===== config.mk =====
export PLATFORM = sky130hd
export DESIGN_NAME = multi_channel_servo_pulse_generator
export DESIGN_NICKNAME = d
export VERILOG_FILES = /design/src/sv/msp_pkg.sv /design/src/sv/msp_timer.sv /design/src/sv/msp_chan.sv /design/src/sv/multi_channel_servo_pulse_generator.sv
export SDC_FILE = /design/constraint.sdc
export NUM_CORES = 1
export LEC_CHECK = 0
export ABC_AREA = 1
export BUFFER_PORTS_ARGS = -buffer_cell sky130_fd_sc_hd__buf_2
export CELL_PAD_IN_SITES_DETAIL_PLACEMENT = 0
export CELL_PAD_IN_SITES_GLOBAL_PLACEMENT = 2
export CORE_MARGIN = 2
export CORE_UTILIZATION = 38
export CTS_CLUSTER_DIAMETER = 50
export DETAILED_ROUTE_END_ITERATION = 6
export GPL_ROUTABILITY_DRIVEN = 0
export PLACE_DENSITY = 0.78
export SETUP_SLACK_MARGIN = 0.2
export SLEW_MARGIN = 10
export SYNTH_ARGS = -nofsm -noshare
export SYNTH_HDL_FRONTEND = slang
export SYNTH_SLANG_ARGS = --single-unit

===== constraint.sdc =====
create_clock -name clk -period 4.5 [get_ports clk]
set_input_delay 0.675 -clock clk [delete_from_list [all_inputs] [get_ports clk]]
set_output_delay 0.675 -clock clk [all_outputs]
set_load 0.005 [all_outputs]

===== src/sv/msp_pkg.sv =====
// Shared types and constants of the multi-channel servo pulse generator.
package msp_pkg;

	localparam logic [7:0] POS_OFF           = 8'd255;
	localparam logic [7:0] COUNT_TOP_RST     = 8'd250;
	localparam logic [7:0] BASE_PULSE_RST    = 8'd125;
	localparam logic [7:0] FRAME_MODULUS_RST = 8'd10;

	localparam logic [1:0] CMD_TICK  = 2'd0;
	localparam logic [1:0] CMD_WRITE = 2'd1;
	localparam logic [1:0] CMD_READ  = 2'd2;

	localparam logic [1:0] REG_COUNT_TOP     = 2'd0;
	localparam logic [1:0] REG_BASE_PULSE    = 2'd1;
	localparam logic [1:0] REG_FRAME_MODULUS = 2'd2;

	typedef enum logic [1:0] {
		PH_WAIT   = 2'd0,
		PH_MIN    = 2'd1,
		PH_WINDOW = 2'd2
	} phase_t;

	typedef struct packed {
		logic [1:0] command;
		logic [1:0] channel;
		logic [7:0] position;
	} in_word_t;

	typedef struct packed {
		logic [3:0] pin_levels;
		logic [7:0] read_position;
		logic [1:0] pulse_phase;
	} out_word_t;

	// What the timer tells the channel bank about the tick being processed.
	typedef struct packed {
		logic       raise;
		logic       window;
		logic [7:0] counter;
	} tick_info_t;

endpackage


===== src/sv/msp_timer.sv =====
// Period counter, frame counter and pulse phase of the servo generator.
module msp_timer (
	input  logic                clk,
	input  logic                arst_n,
	input  logic                tick,
	input  logic [7:0]          count_top,
	input  logic [7:0]          base_pulse,
	input  logic [7:0]          frame_modulus,
	output msp_pkg::tick_info_t info,
	output msp_pkg::phase_t     phase_nxt
);

	logic [7:0]      counter_q;
	logic [7:0]      frame_q;
	msp_pkg::phase_t phase_q;

	logic [7:0] len;
	logic [8:0] next_cnt;
	logic [7:0] frame_dec;
	logic [7:0] counter_nxt;
	logic [7:0] frame_nxt;
	logic       raise;

	always_comb begin
		len         = (phase_q == msp_pkg::PH_MIN) ? base_pulse : count_top;
		next_cnt    = {1'b0, counter_q} + 9'd1;
		frame_dec   = frame_q - 8'd1;
		counter_nxt = counter_q;
		frame_nxt   = frame_q;
		phase_nxt   = phase_q;
		raise       = 1'b0;
		if (tick) begin
			if (next_cnt >= {1'b0, len}) begin
				counter_nxt = 8'd0;
				if (frame_dec > 8'd1) begin
					frame_nxt = frame_dec;
					phase_nxt = msp_pkg::PH_WAIT;
				end else if (frame_dec == 8'd1) begin
					frame_nxt = frame_dec;
					phase_nxt = msp_pkg::PH_MIN;
					raise     = 1'b1;
				end else begin
					frame_nxt = frame_modulus;
					phase_nxt = msp_pkg::PH_WINDOW;
				end
			end else begin
				counter_nxt = next_cnt[7:0];
			end
		end
		info.raise   = raise;
		info.window  = tick && (phase_nxt == msp_pkg::PH_WINDOW);
		info.counter = counter_nxt;
	end

	always_ff @(posedge clk or negedge arst_n) begin
		if (!arst_n) begin
			counter_q <= 8'd0;
			frame_q   <= msp_pkg::FRAME_MODULUS_RST;
			phase_q   <= msp_pkg::PH_WAIT;
		end else if (tick) begin
			counter_q <= counter_nxt;
			frame_q   <= frame_nxt;
			phase_q   <= phase_nxt;
		end
	end

endmodule


===== src/sv/msp_chan.sv =====
// Channel bank: stored positions and pin levels, one slice per channel.
module msp_chan #(
	parameter int NUM_CHANNELS = 4
) (
	input  logic                clk,
	input  logic                arst_n,
	input  msp_pkg::tick_info_t info,
	input  logic                wr_en,
	input  logic                rd_en,
	input  logic [1:0]          channel,
	input  logic [7:0]          position,
	output logic [3:0]          pin_levels,
	output logic [7:0]          read_position
);

	logic [7:0]              pos_q [NUM_CHANNELS];
	logic [NUM_CHANNELS-1:0] pins_q;
	logic [NUM_CHANNELS-1:0] pins_nxt;
	logic [NUM_CHANNELS-1:0] sel;

	always_comb begin
		pins_nxt      = pins_q;
		read_position = 8'd0;
		for (int i = 0; i < NUM_CHANNELS; i++) begin
			sel[i] = ({2'b00, channel} == 4'(i));
			if (pos_q[i] != msp_pkg::POS_OFF) begin
				if (info.raise) pins_nxt[i] = 1'b1;
				if (info.window && (pos_q[i] <= info.counter)) pins_nxt[i] = 1'b0;
			end
			if (wr_en && sel[i] && (position == msp_pkg::POS_OFF)) pins_nxt[i] = 1'b0;
			if (rd_en && sel[i]) read_position = pos_q[i];
		end
	end

	// Only the first four channels are visible on the result word.
	for (genvar b = 0; b < 4; b++) begin : g_vis
		if (b < NUM_CHANNELS) begin : g_on
			assign pin_levels[b] = pins_nxt[b];
		end else begin : g_off
			assign pin_levels[b] = 1'b0;
		end
	end

	always_ff @(posedge clk or negedge arst_n) begin
		if (!arst_n) begin
			pins_q <= '0;
			for (int i = 0; i < NUM_CHANNELS; i++) pos_q[i] <= msp_pkg::POS_OFF;
		end else begin
			pins_q <= pins_nxt;
			for (int i = 0; i < NUM_CHANNELS; i++) begin
				if (wr_en && sel[i]) pos_q[i] <= position;
			end
		end
	end

endmodule


===== src/sv/multi_channel_servo_pulse_generator.sv =====
// Top level of the multi-channel servo pulse generator.
//
// Each input word carries one command: a timer tick, a position write or a
// position read. Each accepted word produces exactly one result word with the
// pin levels after the command, the read-back position (zero unless the word
// was a read) and the pulse phase. Both channels use valid/stall: a word moves
// on a rising edge where valid is high and stall is low.
// A word accepted from the input sits in the input stage and is processed from
// there by the timer and channel bank; its result is registered in the output
// register when that register is free or being emptied, and is offered on the
// output from then on. A new word can be accepted on every cycle while the
// receiver does not stall, so the sustained rate is one word per clock.
// When the receiver stalls, the result stays in the output register and the
// input stage holds one more word; input stall rises only when both are full.
// Reset clears the period counter, sets the frame counter to its default,
// parks all positions at 255 (off), drives every pin low and restores the
// default configuration. Configuration writes land on the next edge and are
// meant to happen while no word is in flight.
module multi_channel_servo_pulse_generator #(
	parameter int NUM_CHANNELS = 4
) (
	input  logic               clk,
	input  logic               arst_n,
	input  logic               in_valid,
	output logic               in_stall,
	input  msp_pkg::in_word_t  in_word,
	output logic               out_valid,
	input  logic               out_stall,
	output msp_pkg::out_word_t out_word,
	input  logic               cfg_we,
	input  logic [1:0]         cfg_index,
	input  logic [7:0]         cfg_data
);

	logic [7:0] count_top_q;
	logic [7:0] base_pulse_q;
	logic [7:0] frame_modulus_q;

	logic              valid_s1;
	msp_pkg::in_word_t word_s1;
	logic              out_valid_q;
	msp_pkg::out_word_t out_word_q;

	logic                advance;
	logic                step;
	msp_pkg::tick_info_t info;
	msp_pkg::phase_t     phase_nxt;
	logic [3:0]          pin_levels;
	logic [7:0]          read_position;

	// The input stage moves forward whenever the output register is free or
	// being emptied this cycle.
	assign advance  = !out_valid_q || !out_stall;
	assign step     = valid_s1 && advance;
	assign in_stall = valid_s1 && !advance;

	always_ff @(posedge clk or negedge arst_n) begin
		if (!arst_n) begin
			count_top_q     <= msp_pkg::COUNT_TOP_RST;
			base_pulse_q    <= msp_pkg::BASE_PULSE_RST;
			frame_modulus_q <= msp_pkg::FRAME_MODULUS_RST;
		end else if (cfg_we) begin
			case (cfg_index)
				msp_pkg::REG_COUNT_TOP:     count_top_q     <= cfg_data;
				msp_pkg::REG_BASE_PULSE:    base_pulse_q    <= cfg_data;
				msp_pkg::REG_FRAME_MODULUS: frame_modulus_q <= cfg_data;
				default: ;
			endcase
		end
	end

	always_ff @(posedge clk or negedge arst_n) begin
		if (!arst_n) begin
			valid_s1 <= 1'b0;
		end else if (!in_stall) begin
			valid_s1 <= in_valid;
		end
	end

	always_ff @(posedge clk) begin
		if (in_valid && !in_stall) word_s1 <= in_word;
	end

	msp_timer u_timer (
		.clk           (clk),
		.arst_n        (arst_n),
		.tick          (step && (word_s1.command == msp_pkg::CMD_TICK)),
		.count_top     (count_top_q),
		.base_pulse    (base_pulse_q),
		.frame_modulus (frame_modulus_q),
		.info          (info),
		.phase_nxt     (phase_nxt)
	);

	msp_chan #(
		.NUM_CHANNELS (NUM_CHANNELS)
	) u_chan (
		.clk           (clk),
		.arst_n        (arst_n),
		.info          (info),
		.wr_en         (step && (word_s1.command == msp_pkg::CMD_WRITE)),
		.rd_en         (word_s1.command == msp_pkg::CMD_READ),
		.channel       (word_s1.channel),
		.position      (word_s1.position),
		.pin_levels    (pin_levels),
		.read_position (read_position)
	);

	always_ff @(posedge clk or negedge arst_n) begin
		if (!arst_n) begin
			out_valid_q <= 1'b0;
		end else if (advance) begin
			out_valid_q <= valid_s1;
		end
	end

	always_ff @(posedge clk) begin
		if (step) begin
			out_word_q.pin_levels    <= pin_levels;
			out_word_q.read_position <= read_position;
			out_word_q.pulse_phase   <= 2'(phase_nxt);
		end
	end

	assign out_valid = out_valid_q;
	assign out_word  = out_word_q;

endmodule

# After elaboration in Yosys (flattened, before gate mapping)
# Index checks and enable logic that the tools add are counted.
totals:
  register_bits: 106
  wordCells: 109
  input_bits: 27
  out_inout_bits: 16
classes:
  n_mux: 33
  eq_ne: 15
  n_lt_le_gt_ge: 6
  add_sub_neg: 2
  reduce_logical: 34
ops:
  columns: ["op", "count"]
  rows:
  - ["8-bit two-way mux", 9]
  - ["8-bit less-or-equal comparator", 4]
  - ["8-bit inequality test, second input constant", 4]
  - ["1-bit logical AND", 22]
  - ["1-bit two-way mux", 20]
  - ["2-bit equality test, second input constant", 5]
  - ["8-bit by 1-bit adder with 9-bit output, second input constant", 1]
  - ["9-bit by 8-bit >= comparator with 1-bit output", 1]
  - ["2-bit by 1-bit equality test with 1-bit output, second input constant", 4]
  - ["8-bit by 1-bit equality test with 1-bit output, second input constant", 1]
  - ["8-bit equality test, second input constant", 1]
  - ["8-bit by 1-bit greater-than comparator with 1-bit output, second input constant", 1]
  - ["2-bit two-way mux", 4]
  - ["2-bit AND reduction", 4]
  - ["8-bit by 1-bit subtractor with 8-bit output, second input constant", 1]
  - ["2-bit zero test", 3]
  - ["1-bit zero test", 4]
  - ["1-bit logical OR", 1]

# Longest topological paths before layout
# Gate-level depths: netlist (run 1).
logic_depth:
  depth_word: 12
  mapped_depth: 29
  depth_no_buf: 29

# Modules after synthesis
# Synthesis (run 1) repeated with hierarchy kept, for this count alone.
unflattened:
  hier_cells: 723
  area_unflattened_um2: 6168.4
by_module_without_submodules:
  columns: ["module", "cells_each", "instances", "area_per_inst_um2"]
  rows:
  - ["msp_chan", 345, 1, 2636.3]
  - ["multi_channel_servo_pulse_generator", 152, 1, 1961.9]
  - ["msp_timer", 226, 1, 1570.3]

# Worst setup path before layout (run 1)
# OpenSTA, ideal clock, no wires.
synth_path:
  path_type: "register -> register"
  start: "register u_timer.phase_q[1]"
  end: "register out_word_q, in the netlist out_word[10] (data pin)"
  path_slack_ns: 1.294
  period_less_slack_ns: 3.206
  t_arrival_ns: 2.938
  path_buffers: 0
  stages_incl_launch_ff: 24
  path_cell_list: "dfrtp_1 -> inv_1 -> nand2_1 -> mux2_2 -> ha_1 -> inv_1 -> nand2_1 -> nand2_1 -> nand3_1 -> nand2_1 -> nand2_1 -> nand2_1 -> nand2_2 -> nor2_1 -> inv_1 -> o22ai_1 -> inv_1 -> ha_1 -> nand2_1 -> nor2_1 -> and3_1 -> nand4_1 -> nand2_1 -> a21oi_1"
synth_via:
  elab_chain_cells: 11
synth_rtl:
  columns: ["element", "line_no", "rtl"]
  rows:
  - ["from (decl)", "msp_timer.sv:15", "msp_pkg::phase_t phase_q;"]
  - ["from (signal assigned)", "msp_timer.sv:59", "phase_q <= msp_pkg::PH_WAIT;"]
  - ["from (signal assigned)", "msp_timer.sv:63", "phase_q <= phase_nxt;"]
  - ["branches (longest 8 deep; another with 9-bit by 8-bit >= comparator with 1-bit output)", null, null]
  - ["1-bit two-way mux (*)", "msp_chan.sv:28", "if (info.window && (pos_q[i] <= info.counter)) pins_nxt[i] = 1'b0;"]
  - ["1-bit two-way mux (*)", "msp_chan.sv:26", "if (pos_q[i] != msp_pkg::POS_OFF) begin"]
  - ["1-bit two-way mux (*)", "msp_chan.sv:30", "if (wr_en && sel[i] && (position == msp_pkg::POS_OFF)) pins_nxt[i] = 1'b0;"]
  - ["net pin_levels[0]", "multi_channel_servo_pulse_generator.sv:48", "logic [3:0] pin_levels;"]
  - ["to (decl)", "multi_channel_servo_pulse_generator.sv:42", "msp_pkg::out_word_t out_word_q;"]
# Mark *: on every way through the listed nets, which the timed path passes.
# A chain may end at the register's enable or synchronous reset.

# Final worst setup path (run 1)
layout_path:
  start: "register u_timer.phase_q[1]"
  end: "register out_word_q, in the netlist out_word[13] (data pin)"
# The elaborated chain is that of the path after synthesis.

==> results of run 1 <==
state kept, by name (all words and copies together) (netlist names):
name / count
count_top_q: 8
u_timer.frame_q: 8
out_valid: 1
valid_s1: 1
u_timer.phase_q: 2
word_s1: 12
u_chan.pins_q: 4
u_chan.pos_q: 32
u_timer.counter_q: 8
out_word: 14
frame_modulus_q: 8
base_pulse_q: 8
worst max-delay path by stage:
stage                   end  slack (ns)  cells past startpoint               start
2_1_floorplan  out_word[10]        1.29                     23  u_timer.phase_q[1]
3_3_place_gp   out_word[12]        0.71                     23  u_timer.phase_q[1]
3_5_place_dp   out_word[13]        0.72                     23  u_timer.phase_q[1]
4_1_cts        out_word[13]        0.70                     23  u_timer.phase_q[1]
5_1_grt        out_word[13]        0.30                     23  u_timer.phase_q[1]
6_report       out_word[13]        0.74                     23  u_timer.phase_q[1]
routing by layer:
metal,global-route usage (%),up-vias
li1,-,2218
met4,4.137,0
met5,0,-
met3,4.344,12
met2,33.19,86
met1,26.38,2108
power breakdown:
group	leakage (nW)	switching, mW	total, mW	internal (mW)
Clock	0.153	0.400	0.848	0.448
Sequential	1.15	0.244	1.55	1.30
Combinational	1.75	0.737	1.20	0.465
Total	3.06	1.38	3.60	2.22
per-stage QoR:
step | hold WS, ns | utilization (%) | power [mW] | cells
after floorplan | 0.3794 | - | 2.371 | 635
after global placement | 0.4544 | 41.89 | 2.740 | 854
after detailed placement | 0.4777 | 41.89 | 2.766 | 854
after CTS | 0.3027 | 44.07 | 3.630 | 870
after global routing | 0.3193 | 44.07 | 3.913 | 870
final | 0.2918 | 44.07 | 3.597 | 870
area by class of cell:
| type | instances | area, um2 |
|---|---|---|
| clock buffers | 9 | 225.2 |
| multi-input cells | 428 | 2461 |
| well taps | 184 | 230.2 |
| flip-flops and latches | 106 | 2843 |
| fillers | 1435 | 8159 |
| inverters | 91 | 341.6 |
| repair buffers | 45 | 235.2 |
| clock inverters | 7 | 93.84 |
kinds of logic (layout without fill, tap and decap cells):
family | Yosys count | after routing | synth area share (%)
flops | 106 | 106 | 49.89
xor+xnor | 9 | 9 | 1.383
buf+inv | 101 | 152 | 6.917
fa+ha+maj | 40 | 40 | 8.783
simple gates | 256 | 256 | 20.40
compound gates | 115 | 115 | 11.20
mux | 8 | 8 | 1.427
layout by cell type, fill, tap and decap left out, types with 2 or more instances in the layout:
cell / Yosys / final
mux2i_1: 7 / 7
nor3_1: 5 / 5
xor2_1: 8 / 8
a31oi_1: 3 / 3
inv_8: 0 / 2
dfstp_2: 48 / 48
o21ai_1: 2 / 2
inv_2: 3 / 3
nor2_1: 38 / 38
a211oi_1: 7 / 7
nand3_1: 26 / 26
nand2_1: 145 / 145
clkbuf_16: 0 / 9
and3_1: 5 / 5
o21bai_1: 4 / 4
nand4_4: 2 / 2
edfxtp_1: 26 / 26
a21oi_1: 18 / 18
o21ai_0: 67 / 67
buf_2: 0 / 41
inv_1: 87 / 87
o32ai_1: 3 / 3
buf_4: 0 / 4
nor3_2: 2 / 2
o22ai_1: 8 / 8
dfrtp_1: 32 / 32
ha_1: 40 / 40
nand4_1: 23 / 23
nand2_2: 7 / 7
==> impl_results.md, run 1 <==
- Vias: 4424
- Post-Synthesis Cells: 635
- CTS sink cnt: 106
- Die W: 126.5 um
- CP startpoint kind: register
- DP Area: 6111 um2
- M1 WL: 6.818 mm
- H-Tree Depth: 3
- Vias in the first global route: 4471
- Fin area: 6430 um2
- Area delta synth->final: 12.85%
- Yosys top cell area share: 22.13%
- I/O pins: 43
- Critical Path Max Stage Delay: 0.41 ns
- Initial antenna violation count: 0
- Cts bufs inserted: 9
- Crit-path cells: inv_1 > nand2_1 > mux2_2 > ha_1 > inv_1 > nand2_1 > nand2_1 > nand3_1 > nand2_1 > nand2_1 > nand2_1 > nand2_2 > nor2_1 > inv_1 > o22ai_1 > inv_1 > ha_1 > nand2_1 > nor2_1 > and3_1 > nand4_1 > nand2_1 > a21oi_1
- R2r setup slk: 0.74 ns
- Arr. time, crit path: 3.87 ns
- Syn. warnings: 0
- CP max-delay cell: mux2_2
- Worst r2r src: u_timer.phase_q[1]
- CP endpoint kind: register
- Fraction of registers with async set/reset: 75.47%
- Fin crit share: 83.57%
- Setup TNS: 0 ns
- Static Leak: 3.056 nW
- Sequential area share after synthesis: 49.89%
- Met2 WL post-DR: 7.325 mm
- Family with the most delay on the worst path: simple AND/OR/NAND/NOR gates
- GR Util All Layers: 19.77%
- Primary FF master, synth: dfstp_2
- CTS tree: built
- Max-Cap Viols: 0
- Placement row count: 44
- Worst-margin pin slew: 0.9431 ns
- Antenna-violating nets left: 0
- Area of the die: 15990 um2
- Wirelength per Cell: 17.09 um
- Max Root-Sink Buffers: 2
- Global-route wire length before repair: 24.49 mm
- Yosys cell types: 36
- DR vias/cell: 5.085
- Worst-path fanout max: 8
- Clock Root Buffer: clkbuf_16
- HP Class: in2async
- CTS Hold Bufs: 0
- Area of the core: 14590 um2
- DRT Pass-1 Iters: 5
- Most frequent cell after synthesis: nand2_1
- IO Port Bufs: 42
- Fraction of layout cells with a size suffix above 1: 18.80%
- Min Tclk post-route: 3.761 ns
- WP buf/inv: 4
- Top post-synthesis cells by area: dfstp_2, dfrtp_1, edfxtp_1
- DRC violations left: 0
- Final setup fails: 0
- Outcome: finished, final reports clean
- Worst Path Required: 4.61 ns
- Power Density: 559.5 nW/um2
- Worst slack at placement: 0.7235 ns
- Slew Viols, Final: 0
- Final net count: 748
- Max rail drop VDD: 0.2461 mV
- Critical path class: reg2reg
- RSZ-0062 raised after global routing: false
- Initial Util: 39.06%
- Slew headroom: 36.89%
- Top Metal Used: met4
- Antenna cell count: 0
- Most area-hungry cell type in the Yosys netlist: dfstp_2
- Clk pin slew, worst setup/hold paths: 0.08 ns
- Reg2reg path depth: 23
- Highest Clock Rate: 265.9 MHz
- Post-synth top cells: nand2_1, inv_1, o21ai_0
- Postcts setup bufs: 0
- Total Routed Length: 14.87 mm
- Setup slack after layout: 0.7392 ns
- Die extent in y: 126.5 um
- Clk_lat worst skew: 0.36 ns
- Post-synth EDFFs: 26
- Synthesized area per cell: 8.973 um2
- RR Endpoint: out_word[13]
- HPWL Detailed: 11.29 mm
- Synth Net Count: 702
- Post-CTS sizing: 0
- Setup Skew: 0.01117 ns
- Largest net degree at the start of global routing: 42
- Final Hold Viols: 0
- Seq cells post-synth: 106
- WL met3: 569 um
- DR iter-0 viols: 329
- Mapped cell area: 5698 um2
- Aggregate global routing overflow: 0
- Most used cell, CP: nand2_1
Note: power is estimated with default switching activity, not from simulation.
==> inputs of run 2 (changes only) <==
==> constraint.sdc (replaced) <==
create_clock -name clk -period 3.5 [get_ports clk]
set_input_delay 0.525 -clock clk [delete_from_list [all_inputs] [get_ports clk]]
set_output_delay 0.525 -clock clk [all_outputs]
set_load 0.005 [all_outputs]
==> run 2 against run 1 <==
Clock power up 27%. Global-route usage rose by 0.80 points. Via count is 4.9% higher. First-iteration DRC count down 43%. Combinational power grew 78%. Clock-buffer cell count unchanged. Die area stayed put. Total power increased by 45%. Final cell count is 4.3% higher. Maximum frequency up 11%. Clock skew about the same. Non-clock buffer count increased by 37. Largest power group is now combinational cells.
==> impl_results.md, run 2 (same netlist as run 1, synthesis figures left out) <==
- Setup Skew: 0.01098 ns (-0.0001916 ns)
- Global-route wire length before repair: 25.39 mm (+3.7%)
- Highest Clock Rate: 295.8 MHz (+11%)
- Vias in the first global route: 4749 (+6.2%)
- CTS Hold Bufs: 0 (unchanged)
- Critical Path Max Stage Delay: 0.39 ns (-0.02 ns)
- Antenna-violating nets left: 0 (unchanged)
- Final net count: 785 (+4.9%)
- Power Density: 743.3 nW/um2 (+33%)
- Clock Root Buffer: clkbuf_16
- I/O pins: 43 (unchanged)
- IO Port Bufs: 42 (unchanged)
- DRT Pass-1 Iters: 4 (-1)
- Fin crit share: 96.58% (+13 points)
- Worst r2r src: u_timer.counter_q[0]
- DR vias/cell: 5.118 (+0.65%)
- Fin area: 7032 um2 (+9.4%)
- CP max-delay cell: dfrtp_1
- CP endpoint kind: register
- Initial antenna violation count: 0 (unchanged)
- Fraction of layout cells with a size suffix above 1: 30.15% (+11 points)
- Critical path class: reg2reg
- Area of the die: 15990 um2 (unchanged)
- Aggregate global routing overflow: 0 (unchanged)
- Dpl cells: 875 (+2.5%)
- Wirelength per Cell: 17.23 um (+0.81%)
- Total Routed Length: 15.63 mm (+5.1%)
- Max Root-Sink Buffers: 2 (unchanged)
- Clk_lat worst skew: 0.36 ns (about the same)
- Most common cell after layout, fill and taps aside: nand2_1
- Die extent in y: 126.5 um (unchanged)
- Die W: 126.5 um (unchanged)
- H-Tree Depth: 3 (unchanged)
- Area delta synth->final: 23.41%
- Crit-path cells: ha_2 > nand2_4 > nor2_4 > xor2_2 > ha_1 > nand2_1 > nor2_1 > nand2_1 > nand3_1 > nand2_1 > nand2_1 > nand2_1 > nand2_2 > nor2_4 > inv_4 > o22ai_4 > inv_4 > ha_4 > nand2_1 > nor2_2 > and3_1 > nand4_1 > nand2_1 > a21oi_2
- Clk pin slew, worst setup/hold paths: 0.07 ns (about the same)
- Worst-margin pin slew: 0.8737 ns (-0.06938 ns)
- Crit path launch: u_timer.counter_q[0]
- Final setup fails: 0 (unchanged)
- Max rail drop VDD: 0.3462 mV (+41%)
- Family with the most delay on the worst path: simple AND/OR/NAND/NOR gates
- RSZ-0062 raised after global routing: true
- Outcome: finished, final reports clean
- Largest net degree at the start of global routing: 67 (+60%)
- Worst Path Required: 3.61 ns (-1.00 ns)
- DRC violations left: 0 (unchanged)
- HP Class: in2async
- Arr. time, crit path: 3.49 ns (-0.38 ns)
- CP startpoint kind: register
- CTS tree: built
- Worst-path fanout max: 5 (-3)
- Static Leak: 3.273 nW (+7.1%)
- Final Hold Viols: 0 (unchanged)
- Slew Viols, Final: 0 (unchanged)
- Slew headroom: 41.75% (+4.9 points)
- Antenna cell count: 0 (unchanged)
- Max-Cap Viols: 0 (unchanged)
- Max FFs per register: 32 (unchanged)
- Min Tclk post-route: 3.380 ns (-0.3805 ns)
- Fin cells: 907 (+4.3%)
- Cts bufs inserted: 9 (unchanged)
- Top reg by flops: u_chan.pos_q
- Area of the core: 14590 um2 (unchanged)
- WP buf/inv: 2 (-2)
- Placement row count: 44 (unchanged)
- Most frequent cells in the layout: nand2_1, inv_1, o21ai_0
- Initial Util: 39.06% (unchanged)
- Vias: 4642 (+4.9%)
- Most used cell, CP: nand2_1
- DR iter-0 viols: 186 (-43%)
- CTS sink cnt: 106 (unchanged)
- GR Util All Layers: 20.56% (+0.80 points)
- HPWL Detailed: 11.45 mm (+1.4%)
- DP Area: 6269 um2 (+2.6%)
-- run 2: through the flow --
| step | setup slack (ns) | hold WS (ns) | total power [mW] | util [%] | TNS, ns |
|---|---|---|---|---|---|
| 2_1_floorplan | 0.2944 | 0.2294 | 3.049 | - | 0 |
| 3_3_place_gp | -0.1229 | 0.4586 | 3.670 | 42.97 | -0.4489 |
| 3_5_place_dp | -0.07705 | 0.4679 | 3.700 | 42.97 | -0.2349 |
| 4_1_cts | 0.1514 | 0.3168 | 5.169 | 47.72 | 0 |
| 5_1_grt | -0.1495 | 0.3132 | 5.653 | 48.20 | -0.6719 |
| 6_report | 0.1197 | 0.2873 | 5.227 | 48.20 | 0 |
-- run 2: final timing paths --
path	to	slack (ns)	cells after the start
worst max-delay path	out_word[11]	0.12	24
worst min-delay path	base_pulse_q[1]	0.29	1
worst max register to register	out_word[11]	0.12	24
worst min register to register	out_valid	0.48	2
max in group asynchronous	u_chan.pos_q[1]	2.40	2
min in group clk	word_s1[10]	0.33	1
-- run 2: report_power, final --
| part | internal (mW) | switching, mW | total, mW |
|---|---|---|---|
| clock network | 0.571 | 0.509 | 1.08 |
| logic | 0.978 | 1.16 | 2.14 |
| registers | 1.68 | 0.335 | 2.01 |
| total | 3.23 | 2.00 | 5.23 |
-- run 2: what timing repair did --
| action | 4_1_cts | 5_1_grt |
|---|---|---|
| setup buffers | 13 | 3 |
| pin swaps | 34 | 4 |
| gates resized for setup | 60 | 6 |
| hold endpoints to repair | 0 | 0 |
| endpoints found under the setup margin | 8 | 8 |
-- run 2: layout make-up --
type | instances | area (um2)
fillers | 1429 | 7557
clock inverters | 7 | 85.08
flip-flops and latches | 106 | 2843
inverters | 91 | 351.6
multi-input cells | 428 | 2784
clock buffers | 9 | 225.2
repair buffers | 82 | 513.0
well taps | 184 | 230.2
-- run 2: layer usage --
metal | GRT usage [%] | part of all wire [%]
met2 | 35.45 | 50
met4 | 6.852 | 2.2
met3 | 4.175 | 4.0
met5 | 0 | 0
met1 | 25.81 | 44
==> inputs of run 3 (changes only) <==
--- a/config.mk
+++ b/config.mk
@@ -10,11 +10,11 @@
 export CELL_PAD_IN_SITES_DETAIL_PLACEMENT = 0
 export CELL_PAD_IN_SITES_GLOBAL_PLACEMENT = 2
 export CORE_MARGIN = 2
-export CORE_UTILIZATION = 38
+export CORE_UTILIZATION = 40
 export CTS_CLUSTER_DIAMETER = 50
 export DETAILED_ROUTE_END_ITERATION = 6
 export GPL_ROUTABILITY_DRIVEN = 0
-export PLACE_DENSITY = 0.78
+export PLACE_DENSITY = 0.89
 export SETUP_SLACK_MARGIN = 0.2
 export SLEW_MARGIN = 10
 export SYNTH_ARGS = -nofsm -noshare
==> constraint.sdc (replaced) <==
create_clock -name clk -period 4.3 [get_ports clk]
set_input_delay 0.645 -clock clk [delete_from_list [all_inputs] [get_ports clk]]
set_output_delay 0.645 -clock clk [all_outputs]
set_load 0.005 [all_outputs]
==> run 3 against run 2 <==
Final cell count is 4.5% lower. Maximum frequency is 9.6% lower. Total power is 29% lower. Register-to-register slack better by 0.44 ns. Final area is 9.0% lower. Non-clock buffer count is 37 lower. Largest cell class unchanged. Critical path depth is 1 lower. Clock power is 24% lower. Clock skew is 0.0052 ns lower. Combinational power is 42% lower. Sequential power is 19% lower.
==> impl_results.md, run 3 (same netlist as run 1, synthesis figures left out) <==
- Area of the core: 13880 um2 (-4.9%)
- Outcome: finished, final reports clean
- Final net count: 748 (-4.7%)
- IO Port Bufs: 42 (unchanged)
- Cts bufs inserted: 9 (unchanged)
- Most common cell after layout, fill and taps aside: nand2_1
- Family with the most delay on the worst path: simple AND/OR/NAND/NOR gates
- Area of the multi-input gates: 2461 um2 (-12%)
- Arr. time, crit path: 3.84 ns (+0.35 ns)
- Post-CTS sizing: 0 (-100%)
- Slew headroom: 31.97% (-9.8 points)
- CP endpoint kind: register
- Most frequent cells in the layout: nand2_1, inv_1, o21ai_0
- Setup Skew: 0.005760 ns (-0.005220 ns)
- Static Leak: 3.049 nW (-6.9%)
- Fillers: 1346 (-5.8%)
- HPWL Detailed: 10.61 mm (-7.4%)
- Total Routed Length: 14.16 mm (-9.4%)
- Global-route wire length before repair: 22.93 mm (-9.7%)
- Clk_lat worst skew: 0.36 ns (about the same)
- Die extent in y: 123.4 um (-2.5%)
- Placement row count: 43 (-2.3%)
- CP max-delay cell: mux2_2
- Worst-margin pin slew: 1.020 ns (+0.1467 ns)
- Area delta synth->final: 12.36%
- Wirelength per Cell: 16.35 um (-5.1%)
- Clock Root Buffer: clkbuf_16
- Most used cell, CP: nand2_1
- Critical path class: reg2reg
- Dpl cells: 849 (-3.0%)
- Worst Path Required: 4.40 ns (+0.79 ns)
- HP Class: in2async
- DR iter-0 viols: 251 (+35%)
- WP buf/inv: 4 (+2)
- Fin crit share: 86.98% (-9.6 points)
- Slew Viols, Final: 0 (unchanged)
- Max FFs per register: 32 (unchanged)
- Power Density: 576.5 nW/um2 (-22%)
- Fin cells: 866 (-4.5%)
- H-Tree Depth: 3 (unchanged)
- Aggregate global routing overflow: 0 (unchanged)
- DRT Pass-1 Iters: 4 (unchanged)
- Final setup fails: 0 (unchanged)
- Clk pin slew, worst setup/hold paths: 0.08 ns (about the same)
- FF+latch area: 2843 um2 (unchanged)
- CP startpoint kind: register
- CTS tree: built
- Largest net degree at the start of global routing: 81 (+21%)
- Area of the die: 15220 um2 (-4.8%)
- Antenna cell count: 0 (unchanged)
- DR vias/cell: 5.124 (+0.11%)
- Die W: 123.4 um (-2.5%)
- Vias: 4437 (-4.4%)
- Fraction of layout cells with a size suffix above 1: 18.80% (-11 points)
- Max rail drop VDD: 0.2593 mV (-25%)
- Top reg by flops: u_chan.pos_q
- Max Root-Sink Buffers: 2 (unchanged)
- GR Util All Layers: 20.12% (-0.45 points)
- Antenna-violating nets left: 0 (unchanged)
- CTS sink cnt: 106 (unchanged)
- Min Tclk post-route: 3.740 ns (+0.3598 ns)
- RSZ-0062 raised after global routing: false
- Critical Path Max Stage Delay: 0.40 ns (about the same)
- Highest Clock Rate: 267.4 MHz (-9.6%)
- Setup TNS: 0 ns (unchanged)
- I/O pins: 43 (unchanged)
- Fin util: 46.12% (-2.1 points)
- Max-Cap Viols: 0 (unchanged)
- Initial Util: 41.05% (+2.0 points)
- Final Hold Viols: 0 (unchanged)
- DRC violations left: 0 (unchanged)
- Vias in the first global route: 4472 (-5.8%)
- Initial antenna violation count: 0 (unchanged)
- Worst-path fanout max: 8 (+3)
- CTS Hold Bufs: 0 (unchanged)
- Crit-path cells: inv_1 > nand2_1 > mux2_2 > ha_1 > inv_1 > nand2_1 > nand2_1 > nand3_1 > nand2_1 > nand2_1 > nand2_1 > nand2_2 > nor2_1 > inv_1 > o22ai_1 > inv_1 > ha_1 > nand2_1 > nor2_1 > and3_1 > nand4_1 > nand2_1 > a21oi_1
[run 3: cell types whose count changed in the layout (fill, tap and decap cells not counted), sizes merged]
cell | before | now
bufinv | 1 | 0
buf | 82 | 45
clkinvlp | 1 | 0
clkinv | 3 | 5
[run 3: worst register-to-register path: stages (launching register included)]
cell     delay (ns)
dfrtp_1        0.38
inv_1          0.05
nand2_1        0.33
mux2_2         0.40
ha_1           0.27
inv_1          0.05
nand2_1        0.05
nand2_1        0.06
nand3_1        0.06
nand2_1        0.06
nand2_1        0.05
nand2_1        0.07
nand2_2        0.08
nor2_1         0.14
inv_1          0.11
o22ai_1        0.19
inv_1          0.15
ha_1           0.32
nand2_1        0.05
nor2_1         0.17
and3_1         0.19
nand4_1        0.09
nand2_1        0.08
a21oi_1        0.08
[run 3: timing repair]
| item | CTS | global route |
|---|---|---|
| setup buffers | 0 | 1 |
| endpoints found under the setup margin | 0 | 2 |
| hold endpoints to repair | 0 | 0 |
[run 3: final cells by class]
type	count	area share, %
sequential	106	44.40
inverter	91	5.335
tap	180	3.518
timing repair buffer	45	3.674
multi-input combinational	428	38.44
clock inverter	7	1.114
clock buffer	9	3.518
[run 3: layer usage]
metal | track usage, % | part of all wire (%) | up-vias
met3 | 3.828 | 4.5 | 18
met2 | 34.58 | 49 | 96
met1 | 25.57 | 45 | 2099
li1 | - | - | 2224
met5 | 0 | 0 | -
met4 | 6.179 | 1.6 | 0
[run 3: metrics by stage]
stage	hold WS [ns]	power (mW)	area, um2	setup WS [ns]
detailed placement	0.4670	2.880	6098	0.5194
global route	0.4360	4.014	6402	0.1998
global placement	0.4602	2.847	6098	0.5406
floorplan	0.3494	2.482	5698	1.094
finish	0.4505	3.691	6402	0.5599
CTS	0.4418	3.718	6395	0.4869
[run 3: path summary, 6_finish.rpt]
check | start | end | slack (ns) | depth (start not counted)
worst max-delay path | u_timer.phase_q[1] | out_word[10] | 0.56 | 23
worst min-delay path | arst_n | base_pulse_q[1] | 0.45 | 1
worst max register to register | u_timer.phase_q[1] | out_word[10] | 0.56 | 23
worst min register to register | valid_s1 | out_valid | 0.48 | 2
max in group asynchronous | arst_n | valid_s1 | 3.20 | 1
min in group clk | in_word[7] | word_s1[7] | 0.45 | 1
[run 3: report_power, final]
part | total, mW | switching [mW] | internal [mW]
sequential | 1.62 | 0.253 | 1.36
combinational | 1.25 | 0.762 | 0.492
clock | 0.819 | 0.410 | 0.409
total | 3.69 | 1.43 | 2.27
